**src/sv/dmij_pkg.sv**
```systemverilog
`default_nettype none

package dmij_pkg;

    localparam int DMI_WIDTH    = 41;
    localparam int DTMCS_WIDTH  = 32;
    localparam int ADDR_BITS    = 7;

    localparam int OP_W         = 2;
    localparam int ADDR_W       = 7;
    localparam int DATA_W       = 32;
    localparam int CNT_W        = 9;
    localparam int IR_W         = 5;
    localparam int IRLEN_W      = 5;
    localparam int IDLE_W       = 8;
    localparam int DMI_ADDR_POS = 34;
    localparam int WORD_W       = DMI_ADDR_POS + ADDR_W;

    localparam logic [IR_W-1:0]   IR_DTMCS  = 5'h10;
    localparam logic [IR_W-1:0]   IR_DMI    = 5'h11;
    localparam logic [ADDR_W-1:0] ADDR_MASK = ADDR_W'((64'd1 << ADDR_BITS) - 64'd1);

    localparam int CFG_IDX_W  = 2;
    localparam int CFG_DATA_W = 8;
    localparam logic [CFG_IDX_W-1:0] REG_IR_LENGTH  = 2'd0;
    localparam logic [CFG_IDX_W-1:0] REG_IDLE_TICKS = 2'd1;

    localparam logic [IRLEN_W-1:0] IR_LENGTH_RST  = 5'd5;
    localparam logic [IDLE_W-1:0]  IDLE_TICKS_RST = 8'd5;

    typedef enum logic [2:0] {
        P_INIT, P_WAIT, P_POLL1, P_SEND, P_POLL2, P_GAP, P_READ, P_DONE
    } t_phase;

    typedef enum logic [3:0] {
        T_TLR, T_RTI, T_SELDR, T_SELIR, T_CAPIR, T_SHIR, T_EX1IR, T_UPDIR,
        T_CAPDR, T_SHDR, T_EX1DR, T_UPDDR
    } t_tap;

    typedef enum logic {
        K_TICK, K_REQ
    } t_kind;

    typedef struct packed {
        t_kind               kind;
        logic                tdo;
        logic [OP_W-1:0]     op;
        logic [ADDR_W-1:0]   addr;
        logic [DATA_W-1:0]   data;
    } t_item;

    typedef struct packed {
        logic  valid;
        t_item item;
    } t_q_src;

endpackage

`default_nettype wire

```
**src/sv/dmij_if.sv**
```systemverilog
`default_nettype none

interface dmij_in_if;
    logic                        valid;
    logic                        ready;
    logic                        action;
    logic                        tdo;
    logic [dmij_pkg::OP_W-1:0]   req_op;
    logic [dmij_pkg::ADDR_W-1:0] req_addr;
    logic [dmij_pkg::DATA_W-1:0] req_data;

    modport source (output valid, action, tdo, req_op, req_addr, req_data, input ready);
    modport sink   (input valid, action, tdo, req_op, req_addr, req_data, output ready);
endinterface

interface dmij_out_if;
    logic                        valid;
    logic                        ready;
    logic                        tck;
    logic                        tms;
    logic                        tdi;
    logic                        trst_n;
    logic                        req_taken;
    logic                        resp_valid;
    logic                        resp_error;
    logic [dmij_pkg::DATA_W-1:0] resp_data;

    modport source (output valid, tck, tms, tdi, trst_n, req_taken, resp_valid, resp_error,
                    resp_data, input ready);
    modport sink   (input valid, tck, tms, tdi, trst_n, req_taken, resp_valid, resp_error,
                    resp_data, output ready);
endinterface

interface dmij_cfg_if;
    logic                            valid;
    logic                            ready;
    logic [dmij_pkg::CFG_IDX_W-1:0]  index;
    logic [dmij_pkg::CFG_DATA_W-1:0] data;

    modport source (output valid, index, data, input ready);
    modport sink   (input valid, index, data, output ready);
endinterface

`default_nettype wire

```
**src/sv/dmij_front.sv**
```systemverilog
`default_nettype none

module dmij_front (
    input  logic            i_clk,
    input  logic            i_rst_n,
    dmij_in_if.sink         i_item,
    input  logic            i_pop,
    output dmij_pkg::t_q_src o_q
);

    localparam int DEPTH = 2;
    localparam int PTR_W = (DEPTH > 1) ? $clog2(DEPTH) : 1;
    localparam int QCNT_W = $clog2(DEPTH + 1);

    dmij_pkg::t_item   r_slot [DEPTH];
    logic [PTR_W-1:0]  r_wptr, n_wptr;
    logic [PTR_W-1:0]  r_rptr, n_rptr;
    logic [QCNT_W-1:0] r_count, n_count;
    dmij_pkg::t_item   w_item;
    logic              w_push;

    assign i_item.ready = (r_count != QCNT_W'(DEPTH));
    assign w_push       = i_item.valid && i_item.ready;

    // ticks carry only tdo; requests carry the masked request fields
    always_comb begin
        w_item      = '0;
        w_item.tdo  = i_item.tdo;
        w_item.kind = i_item.action ? dmij_pkg::K_REQ : dmij_pkg::K_TICK;
        if (i_item.action) begin
            w_item.op   = i_item.req_op;
            w_item.addr = i_item.req_addr & dmij_pkg::ADDR_MASK;
            w_item.data = i_item.req_data;
        end
    end

    always_comb begin
        n_wptr  = r_wptr;
        n_rptr  = r_rptr;
        if (w_push) begin
            n_wptr = (r_wptr == PTR_W'(DEPTH - 1)) ? '0 : r_wptr + PTR_W'(1);
        end
        if (i_pop) begin
            n_rptr = (r_rptr == PTR_W'(DEPTH - 1)) ? '0 : r_rptr + PTR_W'(1);
        end
        n_count = r_count + QCNT_W'(w_push) - QCNT_W'(i_pop);
    end

    always_ff @(posedge i_clk) begin
        if (!i_rst_n) begin
            r_wptr  <= '0;
            r_rptr  <= '0;
            r_count <= '0;
        end else begin
            r_wptr  <= n_wptr;
            r_rptr  <= n_rptr;
            r_count <= n_count;
        end
    end

    always_ff @(posedge i_clk) begin
        if (w_push) begin
            r_slot[r_wptr] <= w_item;
        end
    end

    assign o_q.valid = (r_count != '0);
    assign o_q.item  = r_slot[r_rptr];

endmodule

`default_nettype wire

```
**src/sv/dmij_back.sv**
```systemverilog
`default_nettype none

module dmij_back #(
    parameter int DMI_WIDTH = dmij_pkg::DMI_WIDTH
) (
    input  logic             i_clk,
    input  logic             i_rst_n,
    input  dmij_pkg::t_q_src i_q,
    output logic             o_pop,
    dmij_cfg_if.sink         i_cfg,
    dmij_out_if.source       o_resp
);

    localparam int IDX_W    = $clog2(DMI_WIDTH);
    localparam int IR_IDX_W = $clog2(dmij_pkg::IR_W);
    localparam int WIDX_W   = $clog2(dmij_pkg::WORD_W);
    localparam int CNT_W    = dmij_pkg::CNT_W;
    localparam logic [6:0] DR_DTMCS = 7'(dmij_pkg::DTMCS_WIDTH);
    localparam logic [6:0] DR_DMI   = 7'(DMI_WIDTH);

    logic [dmij_pkg::IRLEN_W-1:0] r_ir_length;
    logic [dmij_pkg::IDLE_W-1:0]  r_idle_ticks;

    dmij_pkg::t_phase            r_phase, n_phase;
    dmij_pkg::t_tap              r_tap, n_tap;
    dmij_pkg::t_tap              r_tap_prev, n_tap_prev;
    logic [CNT_W-1:0]            r_tick, n_tick;
    logic [DMI_WIDTH-1:0]        r_tdo_shift, n_tdo_shift;
    logic [dmij_pkg::OP_W-1:0]   r_held_op, n_held_op;
    logic [dmij_pkg::ADDR_W-1:0] r_held_addr, n_held_addr;
    logic [dmij_pkg::DATA_W-1:0] r_held_data, n_held_data;
    logic                        r_tck, n_tck;
    logic                        r_tms, n_tms;
    logic                        r_tdi, n_tdi;

    logic                        r_out_valid;
    logic                        r_o_tck, r_o_tms, r_o_tdi;
    logic                        r_o_taken, r_o_rvalid, r_o_rerror;
    logic [dmij_pkg::DATA_W-1:0] r_o_rdata;

    logic                        w_pop;
    logic                        w_tick;
    logic                        w_poll;
    logic [dmij_pkg::IR_W-1:0]   w_inst;
    logic [6:0]                  w_dr_width;
    logic [dmij_pkg::WORD_W-1:0] w_wdata;
    logic [dmij_pkg::IRLEN_W-1:0] w_len;
    logic [CNT_W:0]              w_tick_inc;
    logic [7:0]                  w_idx;

    logic [CNT_W:0]              a_limit;
    logic                        a_tms, a_tdi, a_fin, a_bump, a_done;
    dmij_pkg::t_tap              a_next;
    logic [DMI_WIDTH-1:0]        a_shift;
    logic [CNT_W-1:0]            a_tick;

    logic [CNT_W:0]              w_init_limit;
    logic                        w_init_bump;

    logic                        w_taken, w_rvalid, w_rerror;
    logic [dmij_pkg::DATA_W-1:0] w_rdata;

    assign w_pop = i_q.valid && (!r_out_valid || o_resp.ready);
    assign o_pop = w_pop;
    assign w_tick = (i_q.item.kind == dmij_pkg::K_TICK);

    assign i_cfg.ready = 1'b1;

    always_ff @(posedge i_clk) begin
        if (!i_rst_n) begin
            r_ir_length  <= dmij_pkg::IR_LENGTH_RST;
            r_idle_ticks <= dmij_pkg::IDLE_TICKS_RST;
        end else if (i_cfg.valid) begin
            if (i_cfg.index == dmij_pkg::REG_IR_LENGTH) begin
                r_ir_length <= i_cfg.data[dmij_pkg::IRLEN_W-1:0];
            end
            if (i_cfg.index == dmij_pkg::REG_IDLE_TICKS) begin
                r_idle_ticks <= i_cfg.data[dmij_pkg::IDLE_W-1:0];
            end
        end
    end

    // access parameters for the current phase
    assign w_poll     = (r_phase == dmij_pkg::P_POLL1) || (r_phase == dmij_pkg::P_POLL2);
    assign w_inst     = w_poll ? dmij_pkg::IR_DTMCS : dmij_pkg::IR_DMI;
    assign w_dr_width = w_poll ? DR_DTMCS : DR_DMI;
    assign w_wdata    = (r_phase == dmij_pkg::P_SEND) ?
                        {r_held_addr, r_held_data, r_held_op} : '0;
    assign w_len      = (r_ir_length == '0) ? dmij_pkg::IRLEN_W'(1) : r_ir_length;
    assign w_tick_inc = {1'b0, r_tick} + (CNT_W+1)'(1);
    assign w_idx      = r_tick[CNT_W-1:1];

    // one half clock of a TAP walk
    always_comb begin
        a_limit = (CNT_W+1)'(2);
        a_tms   = 1'b0;
        a_tdi   = 1'b0;
        a_fin   = 1'b0;
        a_next  = r_tap;
        a_shift = r_tdo_shift;
        unique case (r_tap)
            dmij_pkg::T_RTI: begin
                a_tms  = 1'b1;
                a_next = dmij_pkg::T_SELDR;
            end
            dmij_pkg::T_SELDR: begin
                if (r_tap_prev == dmij_pkg::T_UPDIR) begin
                    a_next = dmij_pkg::T_CAPDR;
                end else begin
                    a_tms  = 1'b1;
                    a_next = dmij_pkg::T_SELIR;
                end
            end
            dmij_pkg::T_SELIR: a_next = dmij_pkg::T_CAPIR;
            dmij_pkg::T_CAPIR: a_next = dmij_pkg::T_SHIR;
            dmij_pkg::T_SHIR: begin
                a_limit = {4'd0, w_len, 1'b0};
                a_tms   = (r_tick >= {3'd0, w_len - dmij_pkg::IRLEN_W'(1), 1'b0});
                a_tdi   = (w_idx < 8'(dmij_pkg::IR_W)) ? w_inst[w_idx[IR_IDX_W-1:0]] : 1'b0;
                a_next  = dmij_pkg::T_EX1IR;
            end
            dmij_pkg::T_EX1IR: begin
                a_tms  = 1'b1;
                a_next = dmij_pkg::T_UPDIR;
            end
            dmij_pkg::T_UPDIR: begin
                a_tms  = 1'b1;
                a_next = dmij_pkg::T_SELDR;
            end
            dmij_pkg::T_CAPDR: a_next = dmij_pkg::T_SHDR;
            dmij_pkg::T_SHDR: begin
                if (r_tick == '0) begin
                    a_shift = '0;
                end
                a_limit = {2'd0, w_dr_width, 1'b0};
                a_tms   = (r_tick >= {1'b0, w_dr_width - 7'd1, 1'b0});
                a_tdi   = (w_idx < 8'(dmij_pkg::WORD_W)) ? w_wdata[w_idx[WIDX_W-1:0]] : 1'b0;
                if (r_tick[0] && (w_idx < 8'(DMI_WIDTH))) begin
                    a_shift[w_idx[IDX_W-1:0]] = a_shift[w_idx[IDX_W-1:0]] | i_q.item.tdo;
                end
                a_next  = dmij_pkg::T_EX1DR;
            end
            dmij_pkg::T_EX1DR: begin
                a_tms  = 1'b1;
                a_next = dmij_pkg::T_UPDDR;
            end
            dmij_pkg::T_UPDDR: begin
                a_fin  = 1'b1;
                a_next = dmij_pkg::T_RTI;
            end
            default: a_next = dmij_pkg::T_RTI;
        endcase
        a_bump = (w_tick_inc >= a_limit);
        a_tick = a_bump ? '0 : w_tick_inc[CNT_W-1:0];
        a_done = a_bump && a_fin;
    end

    assign w_init_limit = {({1'b0, r_idle_ticks} + 9'd1), 1'b0};
    assign w_init_bump  = (w_tick_inc >= w_init_limit);

    // result fields
    always_comb begin
        w_taken  = !w_tick && (r_phase == dmij_pkg::P_WAIT);
        w_rvalid = w_tick && (r_phase == dmij_pkg::P_READ) && a_done;
        w_rerror = w_rvalid && (r_tdo_shift[1:0] != 2'd0);
        w_rdata  = w_rvalid ? r_tdo_shift[dmij_pkg::DATA_W+1:2] : '0;
    end

    // next state
    always_comb begin
        n_phase     = r_phase;
        n_tap       = r_tap;
        n_tap_prev  = r_tap_prev;
        n_tick      = r_tick;
        n_tdo_shift = r_tdo_shift;
        n_held_op   = r_held_op;
        n_held_addr = r_held_addr;
        n_held_data = r_held_data;
        n_tck       = r_tck;
        n_tms       = r_tms;
        n_tdi       = r_tdi;
        if (!w_tick) begin
            if (r_phase == dmij_pkg::P_WAIT) begin
                n_held_op   = i_q.item.op;
                n_held_addr = i_q.item.addr;
                n_held_data = i_q.item.data;
                n_phase     = dmij_pkg::P_POLL1;
            end
        end else begin
            unique case (r_phase)
                dmij_pkg::P_INIT: begin
                    n_tck  = ~r_tck;
                    n_tms  = (r_tick < CNT_W'(2));
                    n_tdi  = 1'b0;
                    n_tick = w_init_bump ? '0 : w_tick_inc[CNT_W-1:0];
                    if (w_init_bump) begin
                        n_tap_prev = r_tap;
                        n_tap      = dmij_pkg::T_RTI;
                        n_phase    = dmij_pkg::P_WAIT;
                    end
                end
                dmij_pkg::P_WAIT: begin
                end
                dmij_pkg::P_POLL1, dmij_pkg::P_POLL2, dmij_pkg::P_SEND,
                dmij_pkg::P_READ: begin
                    n_tck       = ~r_tck;
                    n_tms       = a_tms;
                    n_tdi       = a_tdi;
                    n_tick      = a_tick;
                    n_tdo_shift = a_shift;
                    if (a_bump) begin
                        n_tap_prev = r_tap;
                        n_tap      = a_next;
                    end
                    if (a_done) begin
                        unique case (r_phase)
                            dmij_pkg::P_POLL1: begin
                                if (r_tdo_shift[11:10] == 2'd0) begin
                                    n_phase = dmij_pkg::P_SEND;
                                end
                            end
                            dmij_pkg::P_POLL2: begin
                                if (r_tdo_shift[11:10] == 2'd0) begin
                                    n_phase = dmij_pkg::P_GAP;
                                end
                            end
                            dmij_pkg::P_SEND: n_phase = dmij_pkg::P_POLL2;
                            default:          n_phase = dmij_pkg::P_DONE;
                        endcase
                    end
                end
                dmij_pkg::P_GAP:  n_phase = dmij_pkg::P_READ;
                default:          n_phase = dmij_pkg::P_WAIT;
            endcase
        end
    end

    always_ff @(posedge i_clk) begin
        if (!i_rst_n) begin
            r_phase     <= dmij_pkg::P_INIT;
            r_tap       <= dmij_pkg::T_TLR;
            r_tap_prev  <= dmij_pkg::T_TLR;
            r_tick      <= '0;
            r_tdo_shift <= '0;
            r_held_op   <= '0;
            r_held_addr <= '0;
            r_held_data <= '0;
            r_tck       <= 1'b1;
            r_tms       <= 1'b1;
            r_tdi       <= 1'b1;
            r_out_valid <= 1'b0;
        end else begin
            if (w_pop) begin
                r_phase     <= n_phase;
                r_tap       <= n_tap;
                r_tap_prev  <= n_tap_prev;
                r_tick      <= n_tick;
                r_tdo_shift <= n_tdo_shift;
                r_held_op   <= n_held_op;
                r_held_addr <= n_held_addr;
                r_held_data <= n_held_data;
                r_tck       <= n_tck;
                r_tms       <= n_tms;
                r_tdi       <= n_tdi;
                r_out_valid <= 1'b1;
            end else if (o_resp.ready) begin
                r_out_valid <= 1'b0;
            end
        end
    end

    always_ff @(posedge i_clk) begin
        if (w_pop) begin
            r_o_tck    <= n_tck;
            r_o_tms    <= n_tms;
            r_o_tdi    <= n_tdi;
            r_o_taken  <= w_taken;
            r_o_rvalid <= w_rvalid;
            r_o_rerror <= w_rerror;
            r_o_rdata  <= w_rdata;
        end
    end

    assign o_resp.valid      = r_out_valid;
    assign o_resp.tck        = r_o_tck;
    assign o_resp.tms        = r_o_tms;
    assign o_resp.tdi        = r_o_tdi;
    assign o_resp.trst_n     = 1'b1;
    assign o_resp.req_taken  = r_o_taken;
    assign o_resp.resp_valid = r_o_rvalid;
    assign o_resp.resp_error = r_o_rerror;
    assign o_resp.resp_data  = r_o_rdata;

endmodule

`default_nettype wire

```
**src/sv/dmi_over_jtag_master_top.sv**
```systemverilog
// DMI-over-JTAG master.
// i_item takes one request per cycle: a clock tick (action 0, with the sampled
// TDO) or an offered DMI request (action 1, with op, address and data).
// o_resp gives exactly one result per accepted request: the TCK/TMS/TDI/TRST_N
// pin values after it, whether an offered DMI request was latched, and on the
// tick that completes the read-back the DMI status flag and 32-bit data.
// i_cfg writes ir_length (index 0) and idle_ticks (index 1); it is always ready.
// Throughput: one request per cycle while the output is not stalled, set by the
// TAP step stage behind a 2-entry queue. A request passes through the queue
// and then the output register before its result is valid.
// Reset: TAP at test-logic-reset, pin state registers high, ir_length and
// idle_ticks at 5, queue and output register empty. The first 2*(idle_ticks+1)
// ticks walk the start-up sequence before a DMI request can be latched.
// Stall: the output register holds its result while o_resp.ready is low; the
// queue takes up to two more requests, after which i_item.ready drops.
`default_nettype none

module dmi_over_jtag_master_top #(
    parameter int DMI_WIDTH = dmij_pkg::DMI_WIDTH
) (
    input  logic       i_clk,
    input  logic       i_rst_n,
    dmij_in_if.sink    i_item,
    dmij_cfg_if.sink   i_cfg,
    dmij_out_if.source o_resp
);

    dmij_pkg::t_q_src w_q;
    logic             w_pop;

    dmij_front u_front (
        .i_clk   (i_clk),
        .i_rst_n (i_rst_n),
        .i_item  (i_item),
        .i_pop   (w_pop),
        .o_q     (w_q)
    );

    dmij_back #(
        .DMI_WIDTH (DMI_WIDTH)
    ) u_back (
        .i_clk   (i_clk),
        .i_rst_n (i_rst_n),
        .i_q     (w_q),
        .o_pop   (w_pop),
        .i_cfg   (i_cfg),
        .o_resp  (o_resp)
    );

`ifndef SYNTHESIS
    a_reset_clears_out: assert property (@(posedge i_clk) !i_rst_n |=> !o_resp.valid)
        else $error("output valid after reset");

    a_queue_drains: assert property (@(posedge i_clk) disable iff (!i_rst_n)
        w_q.valid && (!o_resp.valid || o_resp.ready) |=> o_resp.valid)
        else $error("queued request not executed");

    a_full_means_held: assert property (@(posedge i_clk) disable iff (!i_rst_n)
        !i_item.ready |-> w_q.valid)
        else $error("input stalled with empty queue");
`endif

endmodule

`default_nettype wire
```
**src/flat_wrapper.sv**
```systemverilog
// flat-port wrapper written by rule: the top's interface ports become plain ports
module dmi_over_jtag_master_top_flat 
#(
    parameter int DMI_WIDTH = dmij_pkg::DMI_WIDTH
)
  (i_clk, i_rst_n, i_item_valid, i_item_action, i_item_tdo, i_item_req_op, i_item_req_addr, i_item_req_data, i_item_ready, i_cfg_valid, i_cfg_index, i_cfg_data, i_cfg_ready, o_resp_valid, o_resp_tck, o_resp_tms, o_resp_tdi, o_resp_trst_n, o_resp_req_taken, o_resp_resp_valid, o_resp_resp_error, o_resp_resp_data, o_resp_ready);
  dmij_in_if i_item_i ();
  dmij_cfg_if i_cfg_i ();
  dmij_out_if o_resp_i ();
  input  logic i_clk;
  input  logic i_rst_n;
  input wire logic [$bits(i_item_i.valid)-1:0] i_item_valid;
  input wire logic [$bits(i_item_i.action)-1:0] i_item_action;
  input wire logic [$bits(i_item_i.tdo)-1:0] i_item_tdo;
  input wire logic [$bits(i_item_i.req_op)-1:0] i_item_req_op;
  input wire logic [$bits(i_item_i.req_addr)-1:0] i_item_req_addr;
  input wire logic [$bits(i_item_i.req_data)-1:0] i_item_req_data;
  output wire logic [$bits(i_item_i.ready)-1:0] i_item_ready;
  input wire logic [$bits(i_cfg_i.valid)-1:0] i_cfg_valid;
  input wire logic [$bits(i_cfg_i.index)-1:0] i_cfg_index;
  input wire logic [$bits(i_cfg_i.data)-1:0] i_cfg_data;
  output wire logic [$bits(i_cfg_i.ready)-1:0] i_cfg_ready;
  output wire logic [$bits(o_resp_i.valid)-1:0] o_resp_valid;
  output wire logic [$bits(o_resp_i.tck)-1:0] o_resp_tck;
  output wire logic [$bits(o_resp_i.tms)-1:0] o_resp_tms;
  output wire logic [$bits(o_resp_i.tdi)-1:0] o_resp_tdi;
  output wire logic [$bits(o_resp_i.trst_n)-1:0] o_resp_trst_n;
  output wire logic [$bits(o_resp_i.req_taken)-1:0] o_resp_req_taken;
  output wire logic [$bits(o_resp_i.resp_valid)-1:0] o_resp_resp_valid;
  output wire logic [$bits(o_resp_i.resp_error)-1:0] o_resp_resp_error;
  output wire logic [$bits(o_resp_i.resp_data)-1:0] o_resp_resp_data;
  input wire logic [$bits(o_resp_i.ready)-1:0] o_resp_ready;
  assign i_item_i.valid = i_item_valid;
  assign i_item_i.action = i_item_action;
  assign i_item_i.tdo = i_item_tdo;
  assign i_item_i.req_op = i_item_req_op;
  assign i_item_i.req_addr = i_item_req_addr;
  assign i_item_i.req_data = i_item_req_data;
  assign i_item_ready = i_item_i.ready;
  assign i_cfg_i.valid = i_cfg_valid;
  assign i_cfg_i.index = i_cfg_index;
  assign i_cfg_i.data = i_cfg_data;
  assign i_cfg_ready = i_cfg_i.ready;
  assign o_resp_valid = o_resp_i.valid;
  assign o_resp_tck = o_resp_i.tck;
  assign o_resp_tms = o_resp_i.tms;
  assign o_resp_tdi = o_resp_i.tdi;
  assign o_resp_trst_n = o_resp_i.trst_n;
  assign o_resp_req_taken = o_resp_i.req_taken;
  assign o_resp_resp_valid = o_resp_i.resp_valid;
  assign o_resp_resp_error = o_resp_i.resp_error;
  assign o_resp_resp_data = o_resp_i.resp_data;
  assign o_resp_i.ready = o_resp_ready;
  dmi_over_jtag_master_top #(.DMI_WIDTH(DMI_WIDTH)) u_core (.i_clk(i_clk), .i_rst_n(i_rst_n), .i_item(i_item_i), .i_cfg(i_cfg_i), .o_resp(o_resp_i));
endmodule
```
**config.mk**
```make
export PLATFORM = sky130hd
export DESIGN_NAME = dmi_over_jtag_master_top_flat
export DESIGN_NICKNAME = d
export VERILOG_FILES = /design/src/sv/dmij_pkg.sv /design/src/sv/dmij_if.sv /design/src/sv/dmij_front.sv /design/src/sv/dmij_back.sv /design/src/sv/dmi_over_jtag_master_top.sv /design/src/flat_wrapper.sv
export SDC_FILE = /design/constraint.sdc
export NUM_CORES = 1
export LEC_CHECK = 0
export ABC_CLOCK_PERIOD_IN_PS = 10000
export BUFFER_PORTS_ARGS = -buffer_cell sky130_fd_sc_hd__buf_2
export CAP_MARGIN = 10
export CELL_PAD_IN_SITES_DETAIL_PLACEMENT = 0
export CELL_PAD_IN_SITES_GLOBAL_PLACEMENT = 1
export CORE_MARGIN = 4
export CORE_UTILIZATION = 50
export CTS_CLUSTER_SIZE = 28
export DETAILED_ROUTE_END_ITERATION = 10
export PLACE_DENSITY_LB_ADDON = 0.1
export RECOVER_POWER = 100
export SYNTH_ARGS = -nofsm -noshare
export SYNTH_HDL_FRONTEND = slang
export SYNTH_SLANG_ARGS = --single-unit
export TNS_END_PERCENT = 10
```
**constraint.sdc**
```tcl
create_clock -name i_clk -period 10 [get_ports i_clk]
set_input_delay 2 -clock i_clk [delete_from_list [all_inputs] [get_ports i_clk]]
set_output_delay 2 -clock i_clk [all_outputs]
set_load 0.01 [all_outputs]
```
==> results of run 1 <==
==> cell usage after synthesis, drive strengths merged (26+ instances only) <==
library cell,instances,area [sq um]
dfxtp,123,2460
inv,26,97.6
nand3,34,175
nand2,55,206
and2,78,490
o21ai,37,185
mux2i,67,683
ha,32,400
edfxtp,124,3720
a21oi,73,369
nor2,141,529
clkbuf,50,188
a211oi,72,541
==> cell families after synthesis <==
kind of cell	after synthesis	share of synthesized area [%]
and+or+nand+nor	373	16.0
DFF	247	52.7
AOI/OAI and AO/OA	245	13.7
buffers and inverters	101	3.76
muxes	84	8.60
adders and majority gates	32	3.41
xor gates and xnor gates	24	1.79
other	1	0.0320
==> worst max-delay path: stages <==
cell and delay (ns):
buf_2 0.09, clkbuf_1 0.68, inv_1 0.75, clkbuf_1 2.72, o22ai_1 0.33, a22o_1 0.30
==> area by class of cell <==
| class | count | area share, % |
|---|---|---|
| flip-flops and latches | 247 | 47.1 |
| multi-input cells | 760 | 38.8 |
| clock buffers | 44 | 5.86 |
| repair buffers | 109 | 3.79 |
| well taps | 313 | 2.98 |
| inverters | 27 | 0.772 |
| clock inverters | 6 | 0.705 |
==> power breakdown <==
group	switching, mW	total [mW]	internal (mW)
clock	0.389	0.966	0.577
sequential	0.0437	1.27	1.22
combinational	0.303	0.466	0.162
==> flip-flops by register name, indices dropped and copies added (netlist names), 2 cells and up, named ones only <==
signal	count
u_core.u_back.r_tick	9
u_core.u_back.r_ir_length	5
u_core.u_back.r_tap	4
u_core.u_back.r_tap_prev	4
u_core.u_back.r_tdo_shift	40
u_core.u_front.r_slot	86
u_core.u_back.r_held_data	32
u_core.u_back.o_resp.resp_data	32
u_core.u_front.r_count	2
u_core.u_back.r_idle_ticks	8
u_core.u_back.r_held_op	2
u_core.u_back.r_phase	3
u_core.u_back.r_held_addr	7
==> metrics by stage <==
stage / power (mW) / utilization (%)
6_report: 2.70 / 57.5
5_1_grt: 2.84 / 57.5
4_1_cts: 2.75 / 58.0
3_5_place_dp: 1.78 / 54.2
3_3_place_gp: 1.77 / 54.2
2_1_floorplan: 1.62 / -
==> layer usage <==
layer | up-vias | wire, um
li1 | 4182 | -
met1 | 3865 | 12000
met2 | 229 | 11700
met3 | 51 | 1440
met4 | 0 | 723
met5 | - | 0
==> worst paths after layout <==
kind	from	end	slack, ns	depth (start not counted)
worst max-delay path	i_rst_n	u_core.u_back.r_tick[7]$_SDFFE_PN0P_	3.48	6
worst min-delay path	u_core.u_back.r_tdo_shift[4]$_SDFFE_PN0P_	u_core.u_back.r_tdo_shift[4]$_SDFFE_PN0P_	0.48	1
worst max register to register	u_core.u_back.r_tick[1]$_SDFFE_PN0P_	u_core.u_back.r_tick[2]$_SDFFE_PN0P_	4.61	12
worst min register to register	u_core.u_back.r_tdo_shift[4]$_SDFFE_PN0P_	u_core.u_back.r_tdo_shift[4]$_SDFFE_PN0P_	0.48	1
==> impl_metrics.yaml, run 1 <==
status:
  status: "finished with violations"
  violations: "capacitance limit, slew limit"
clock_tree:
  path_clk_slew_ns: 0.06
  clk_latency_ns: 0.55
  clock-sinks: 247
  post_cts_buffers: 0
  cts_root_buf: "clkbuf_16"
  htreeDepth: 1
  clockBufferDepth: 3
  cts_tree: "yes"
  cts_inserted_buffers: 27
  hold_buffers: 0
  cts_resized: 0
global_route:
  grt_util_met2_pct: 32.2
  track_usage_pct: 19.9
  grt_max_degree: 83
  overflow: 0
  grt_util_met1_pct: 28.0
  grt-busiest-layer: "met2"
  antenna_found_initial: 0
  grt_pass1_wl_um: 42700
  met3_usage_pct: 2.91
  grt_pass1_vias: 8028
synthesis:
  synth_ff_type: "edfxtp_1"
  syn_avg_cell_area_sq_um: 10.6
  ys_types: 75
  syn-cell-area_sq_um: 11700
  synth_seq_cells: 247
  postSynth.asyncResetShare_pct: 0
  synth-edff-count: 124
  syn-instance-count: 1107
  yosysSeqAreaShare_pct: 52.7
  ys_warn_count: 0
die:
  die_y_um: 161
  die-area_sq_um: 26000
  start_util_pct: 51.4
  rows: 55
  core_sq_um: 22800
  die_width_um: 161
  pin_count: 100
route:
  wl_per_cell_um: 17.1
  drt_iter0_drc: 516
  drc_errors: 0
  vias: 8327
  totalWireLength_um: 25800
  first_pass_iters: 5
  ant_nets: 0
  via_per_inst: 5.53
layout:
  layout_commonest_cell: "nor2_1"
  post-route-cell-area_sq_um: 13100
  fin_nets: 1262
  seq_area_sq_um: 6190
  areaGrowthSynthToFinish_pct: 11.9
  multi_input_area_sq_um: 5090
  drive_above_1_share_pct: 10.6
  finalNonFillerCells: 1506
  final_cell_mix: "140 x nor2_1, 124 x edfxtp_1, 122 x dfxtp_1"
  diodes: 0
  n_fill_cell: 2103
sta:
  setup_slack_ns: 3.48
  hold_slack_ns: 0.479
  finClkSkew_ns: 0.0197
  grt_setup_unrepaired: "no"
  setup_violations: 0
  fin_tns_setup_ns: 0
  period_share_pct: 65.2
  slew_violations: 254
  hold_viol: 0
  tightest_slew_ns: 3.82
  relSlewSlack_pct: -155
  finalCriticalPeriod_ns: 6.52
  fmax_mhz: 153
placement:
  hpwl_um: 16500
  dp_cells: 1456
  gp_congestion: 0.840
  numPortBuffers: 97
  post_dp_cell_area_sq_um: 12400
  place_ws_ns: 5.27
setup_path:
  arrival_ns: 6.97
  critPathMaxFanout: 78
  required_ns: 10.44
  end_kind: "flop"
  worst_setup_path_start_kind: "primary input"
  critPathKind: "in -> reg"
power:
  p_leak_nw: 4.71
  peakVddDrop_mv: 0.157
  p_per_area_nw_per_um2: 206
min_path:
  min_path_type: "reg -> reg"
run:
  drv_cap: 5
Note: power is estimated with default switching activity, not from simulation.
==> inputs of run 2 (changes only) <==
--- a/config.mk
+++ b/config.mk
@@ -5,13 +5,13 @@
 export SDC_FILE = /design/constraint.sdc
 export NUM_CORES = 1
 export LEC_CHECK = 0
-export ABC_CLOCK_PERIOD_IN_PS = 10000
+export ABC_CLOCK_PERIOD_IN_PS = 6500
 export BUFFER_PORTS_ARGS = -buffer_cell sky130_fd_sc_hd__buf_2
 export CAP_MARGIN = 10
 export CELL_PAD_IN_SITES_DETAIL_PLACEMENT = 0
 export CELL_PAD_IN_SITES_GLOBAL_PLACEMENT = 1
 export CORE_MARGIN = 4
-export CORE_UTILIZATION = 50
+export CORE_UTILIZATION = 48
 export CTS_CLUSTER_SIZE = 28
 export DETAILED_ROUTE_END_ITERATION = 10
 export PLACE_DENSITY_LB_ADDON = 0.1
==> constraint.sdc (replaced) <==
create_clock -name i_clk -period 6.5 [get_ports i_clk]
set_input_delay 1.3 -clock i_clk [delete_from_list [all_inputs] [get_ports i_clk]]
set_output_delay 1.3 -clock i_clk [all_outputs]
set_load 0.01 [all_outputs]
==> run 2 against run 1 <==
- the flow still finishes with violations (capacitance limit, slew limit)
- sequential power grew 54%
- register-to-register slack lost 2.8 ns
- clock skew shrank 0.0067 ns
- wire length grew 2.2%
- critical path type unchanged
- critical endpoint is now u_core.u_back.r_tick[4]$_SDFFE_PN0P_
==> impl_metrics.yaml, run 2 (synthesized netlist as in run 1, its figures left out) <==
global_route:
  overflow: 0
  grt_util_met1_pct: 27.3
  grt-busiest-layer: "met2"
  track_usage_pct: 19.6
  met3_usage_pct: 2.48
  grt_util_met2_pct: 32.8
  grt_pass1_vias: 8050
  antenna_found_initial: 0
  grt_max_degree: 57
  grt_pass1_wl_um: 43000
layout:
  drive_above_1_share_pct: 12.0
  layout_commonest_cell: "nor2_1"
  areaGrowthSynthToFinish_pct: 12.7
  largest_reg_flops: 86
  final_cell_mix: "140 x nor2_1, 124 x edfxtp_1, 123 x dfxtp_1"
  reg_top3: "u_core.u_front.r_slot x86, u_core.u_back.r_tdo_shift x40"
  fin_nets: 1263
  regMostFlops: "u_core.u_front.r_slot"
  diodes: 0
  finalNonFillerCells: 1512
route:
  vias: 8333
  ant_nets: 0
  drt_iter0_drc: 695
  drc_errors: 0
  via_per_inst: 5.51
  wl_per_cell_um: 17.4
  first_pass_iters: 5
  totalWireLength_um: 26400
clock_tree:
  htreeDepth: 1
  cts_resized: 0
  cts_root_buf: "clkbuf_16"
  clockBufferDepth: 3
  post_cts_buffers: 0
  clk_latency_ns: 0.54
  path_clk_slew_ns: 0.06
  cts_inserted_buffers: 27
  cts_tree: "yes"
  hold_buffers: 0
  clock-sinks: 247
setup_path:
  critical_path.cell_chain: "buf_2, nor2b_1, or2_2, clkinv_1, clkbuf_1, nand3_1, or3_1, a21oi_1, a31o_2"
  max_stage_delay_ns: 1.70
  worst_setup_path_start_kind: "primary input"
  r2r_cells: 8
  arrival_ns: 5.62
  cp_top_family: "simple AND/OR/NAND/NOR gates"
  crit_start: "o_resp_ready"
  critPathMaxFanout: 46
  path_buf_inv: 3
  reg2reg_from: "u_core.u_back.o_resp.valid$_SDFFE_PN0P_"
  critPathKind: "in -> reg"
  end_kind: "flop"
  required_ns: 6.98
  cp.depth: 9
  slowest_stage: "clkbuf_1"
sta:
  setup_violations: 0
  slew_violations: 223
  finalCriticalPeriod_ns: 5.14
  relSlewSlack_pct: -67.9
  hold_viol: 0
  tightest_slew_ns: 2.52
  finClkSkew_ns: 0.0129
  fmax_mhz: 195
  grt_setup_unrepaired: "no"
  fin_tns_setup_ns: 0
  period_share_pct: 79.0
run:
  drv_cap: 5
placement:
  dp_cells: 1463
  numPortBuffers: 97
  hpwl_um: 17100
  gp_congestion: 0.838
min_path:
  hold_path_startpoint: "u_core.u_back.r_tap_prev[2]$_SDFFE_PN0P_"
  whs_path_depth: 2
  min_path_type: "reg -> reg"
die:
  die_width_um: 164
  die_y_um: 164
  core_sq_um: 23800
  start_util_pct: 49.4
  die-area_sq_um: 27000
  rows: 56
  pin_count: 100
power:
  p_leak_nw: 4.76
  peakVddDrop_mv: 0.204
  p_per_area_nw_per_um2: 321
status:
  status: "finished with violations"
  violations: "capacitance limit, slew limit"
run 2: cell types whose count changed in the layout (fill, tap and decap cells not counted), sizes merged:
cell | before | now
clkbuf | 94 | 83
clkinvlp | 0 | 4
buf | 59 | 62
clkinv | 4 | 7
bufinv | 2 | 3
run 2: final cells by class:
type	instances	area [sq um]
clock buffers	35	756
clock inverters	14	173
flip-flops and latches	247	6190
multi-input cells	760	5100
well taps	319	399
inverters	27	101
repair buffers	110	512
fillers	2116	10500
run 2: path summary, 6_finish.rpt:
| check | to | slack, ns |
|---|---|---|
| setup / recovery | u_core.u_back.r_tick[4]$_SDFFE_PN0P_ | 1.36 |
| hold / removal | u_core.u_back.r_tap_prev[2]$_SDFFE_PN0P_ | 0.48 |
| setup reg to reg | u_core.u_back.r_tick[4]$_SDFFE_PN0P_ | 1.80 |
| hold reg to reg | u_core.u_back.r_tap_prev[2]$_SDFFE_PN0P_ | 0.48 |
run 2: where the power goes:
group / leakage [nW] / switching, mW / internal, mW
registers: 2.19 / 0.0729 / 1.88
logic: 2.12 / 0.480 / 0.250
clock network: 0.446 / 0.623 / 0.943
total: 4.76 / 1.18 / 3.07
run 2: metal layers:
layer | vias to the layer above | wire (um)
met5 | - | 0
met2 | 224 | 12200
met4 | 0 | 644
met1 | 3884 | 12100
met3 | 46 | 1410
li1 | 4179 | -
run 2: per-stage QoR:
step                      setup slack, ns  utilization, %  power (mW)  hold WS [ns]  cell area, sq um
final                                1.36            55.7        4.25         0.484             13200
after CTS                            2.31            56.1        4.32         0.486             13300
after global placement               2.36            52.2        2.74         0.467             12400
after global routing                 1.06            55.7        4.46         0.502             13200
after detailed placement             2.33            52.2        2.75         0.474             12400
after floorplan                      2.76               -        2.50         0.435             11700
run 2: worst min-delay path, delay by kind of cell, from the launching register on:
| kind | cells | cell delay, ns |
|---|---|---|
| and+or+nand+nor | 1 | 0.06 |
| DFF | 1 | 0.31 |
| AOI/OAI and AO/OA | 1 | 0.07 |
==> inputs of run 3 (changes only) <==
--- a/config.mk
+++ b/config.mk
@@ -5,13 +5,13 @@
 export SDC_FILE = /design/constraint.sdc
 export NUM_CORES = 1
 export LEC_CHECK = 0
-export ABC_CLOCK_PERIOD_IN_PS = 6500
+export ABC_CLOCK_PERIOD_IN_PS = 4600
 export BUFFER_PORTS_ARGS = -buffer_cell sky130_fd_sc_hd__buf_2
 export CAP_MARGIN = 10
 export CELL_PAD_IN_SITES_DETAIL_PLACEMENT = 0
 export CELL_PAD_IN_SITES_GLOBAL_PLACEMENT = 1
 export CORE_MARGIN = 4
-export CORE_UTILIZATION = 48
+export CORE_UTILIZATION = 43
 export CTS_CLUSTER_SIZE = 28
 export DETAILED_ROUTE_END_ITERATION = 10
 export PLACE_DENSITY_LB_ADDON = 0.1
==> constraint.sdc (replaced) <==
create_clock -name i_clk -period 4.6 [get_ports i_clk]
set_input_delay 0.92 -clock i_clk [delete_from_list [all_inputs] [get_ports i_clk]]
set_output_delay 0.92 -clock i_clk [all_outputs]
set_load 0.01 [all_outputs]
==> run 3 against run 2 <==
- the flow still finishes with violations (capacitance limit, slew limit)
- via count grew 1.1%
- largest cell class unchanged
- flip-flop and latch count is the same
- clock power grew 39%
- clock-buffer cell count fell by 1
==> impl_metrics.yaml, run 3 (synthesized netlist as in run 1, its figures left out) <==
status:
  status: "finished with violations"
  violations: "capacitance limit, slew limit"
route:
  via_per_inst: 5.46
  vias: 8421
  first_pass_iters: 4
  ant_nets: 0
  wl_per_cell_um: 17.9
  drt_iter0_drc: 495
  totalWireLength_um: 27500
  drc_errors: 0
die:
  die_width_um: 173
  rows: 60
  pin_count: 100
  start_util_pct: 43.7
  die_y_um: 173
  die-area_sq_um: 30000
  core_sq_um: 26900
setup_path:
  timing.rr.end: "u_core.u_back.r_tdo_shift[36]$_SDFFE_PN0P_"
  required_ns: 5.05
  cp_top_family: "buffers and inverters"
  max_stage_delay_ns: 2.33
  critPathKind: "in -> reg"
  arrival_ns: 4.27
  path_buf_inv: 3
  end_kind: "flop"
  r2r_cells: 8
  critPathMaxFanout: 78
  slowest_stage: "dlymetal6s2s_1"
  worst_setup_path_start_kind: "primary input"
  r2r_slack_ns: 0.90
  critical_path.cell_chain: "buf_2, inv_1, dlymetal6s2s_1, o31ai_1, a41oi_1"
clock_tree:
  clk_latency_ns: 0.54
  post_cts_buffers: 0
  cts_resized: 0
  htreeDepth: 1
  cts_tree: "yes"
  path_clk_slew_ns: 0.06
  clockBufferDepth: 3
  cts_inserted_buffers: 27
  clock-sinks: 247
  cts_root_buf: "clkbuf_16"
  hold_buffers: 0
layout:
  diodes: 0
  finalNonFillerCells: 1541
  largest_reg_flops: 86
  areaGrowthSynthToFinish_pct: 13.0
  n_fill_cell: 2583
  layout_commonest_cell: "nor2_1"
  final_cell_mix: "141 x nor2_1, 124 x edfxtp_1, 123 x dfxtp_1"
  regMostFlops: "u_core.u_front.r_slot"
  reg_top3: "u_core.u_front.r_slot x86, u_core.u_back.r_tdo_shift x40"
  fin_nets: 1269
  drive_above_1_share_pct: 12.3
  post-route-util_pct: 49.3
global_route:
  overflow: 0
  grt_pass1_vias: 8182
  antenna_found_initial: 0
  grt_max_degree: 79
  track_usage_pct: 18.1
  grt_pass1_wl_um: 45000
min_path:
  whs_path_depth: 2
  min_path_type: "reg -> reg"
  worstHoldEndpoint: "u_core.u_back.r_tap_prev[0]$_SDFFE_PN0P_"
  hold_path_startpoint: "u_core.u_back.r_tap_prev[0]$_SDFFE_PN0P_"
sta:
  fin_tns_setup_ns: 0
  period_share_pct: 83.1
  finalCriticalPeriod_ns: 3.82
  relSlewSlack_pct: -111
  grt_setup_unrepaired: "no"
  tightest_slew_ns: 3.17
  setup_violations: 0
  fmax_mhz: 262
  finClkSkew_ns: 0.00801
  slew_violations: 190
  hold_viol: 0
power:
  power.total_mw: 5.96
  peakVddDrop_mv: 0.246
  p_leak_nw: 4.80
  p_per_area_nw_per_um2: 449
placement:
  gp_congestion: 0.826
  dp_cells: 1491
  numPortBuffers: 97
  hpwl_um: 18400
run:
  drv_cap: 4
## run 3: changes by cell type in the layout (fill, tap and decap cells not counted), sizes merged
cell          before  now
buf               62   70
dlymetal6s2s       0    1
clkinvlp           4    2
clkbuf            83   79
clkinv             7   10
inv               27   28
## run 3: area by class of cell
| type | count | area, sq um | area share, % |
|---|---|---|---|
| clock inverter | 16 | 179 | 1.35 |
| inverter | 27 | 101 | 0.764 |
| multi-input combinational | 760 | 5080 | 38.3 |
| tap | 341 | 427 | 3.22 |
| timing repair buffer | 116 | 571 | 4.30 |
| sequential | 247 | 6190 | 46.6 |
| clock buffer | 34 | 723 | 5.45 |
## run 3: where the power goes
| group | internal [mW] | switching [mW] | leakage, nW |
|---|---|---|---|
| clock network | 1.29 | 0.887 | 0.442 |
| logic | 0.353 | 0.683 | 2.17 |
| registers | 2.65 | 0.0929 | 2.19 |
## run 3: routing by layer
metal | global-route usage [%] | part of all wire [%] | vias up
met2 | 29.3 | 46 | 201
met4 | 4.49 | 2.2 | 0
li1 | - | - | 4198
met1 | 25.6 | 47 | 3980
met5 | 0 | 0 | -
met3 | 2.95 | 5.0 | 42
## run 3: tightest hold or removal path: stages (launching register included)
cell	delay [ns]
dfxtp_1	0.31
nand3_1	0.05
o21ai_0	0.06
## run 3: through the flow
step | setup slack [ns] | cell area [sq um] | hold WS, ns
after global placement | 1.11 | 12500 | 0.471
after global routing | 0.428 | 13300 | 0.514
after floorplan | 1.24 | 11700 | 0.435
final | 0.778 | 13300 | 0.479
after CTS | 1.02 | 13400 | 0.485
after detailed placement | 1.04 | 12500 | 0.464
## run 3: worst max-delay path by stage
stage / startpoint / end / slack [ns] / cells past startpoint
after floorplan: o_resp_ready / u_core.u_front.r_count[1]$_SDFF_PN0_ / 1.24 / 9
after global placement: u_core.u_back.r_tick[0]$_SDFFE_PN0P_ / u_core.u_back.r_tap_prev[1]$_SDFFE_PN0P_ / 1.11 / 13
after detailed placement: u_core.u_back.r_tick[0]$_SDFFE_PN0P_ / u_core.u_back.r_tap_prev[3]$_SDFFE_PN0P_ / 1.04 / 13
after CTS: u_core.u_back.r_tick[0]$_SDFFE_PN0P_ / u_core.u_back.r_tap_prev[3]$_SDFFE_PN0P_ / 1.02 / 13
after global routing: i_rst_n / u_core.u_back.r_tms$_SDFFE_PN1P_ / 0.43 / 5
final: i_rst_n / u_core.u_back.r_tms$_SDFFE_PN1P_ / 0.78 / 5
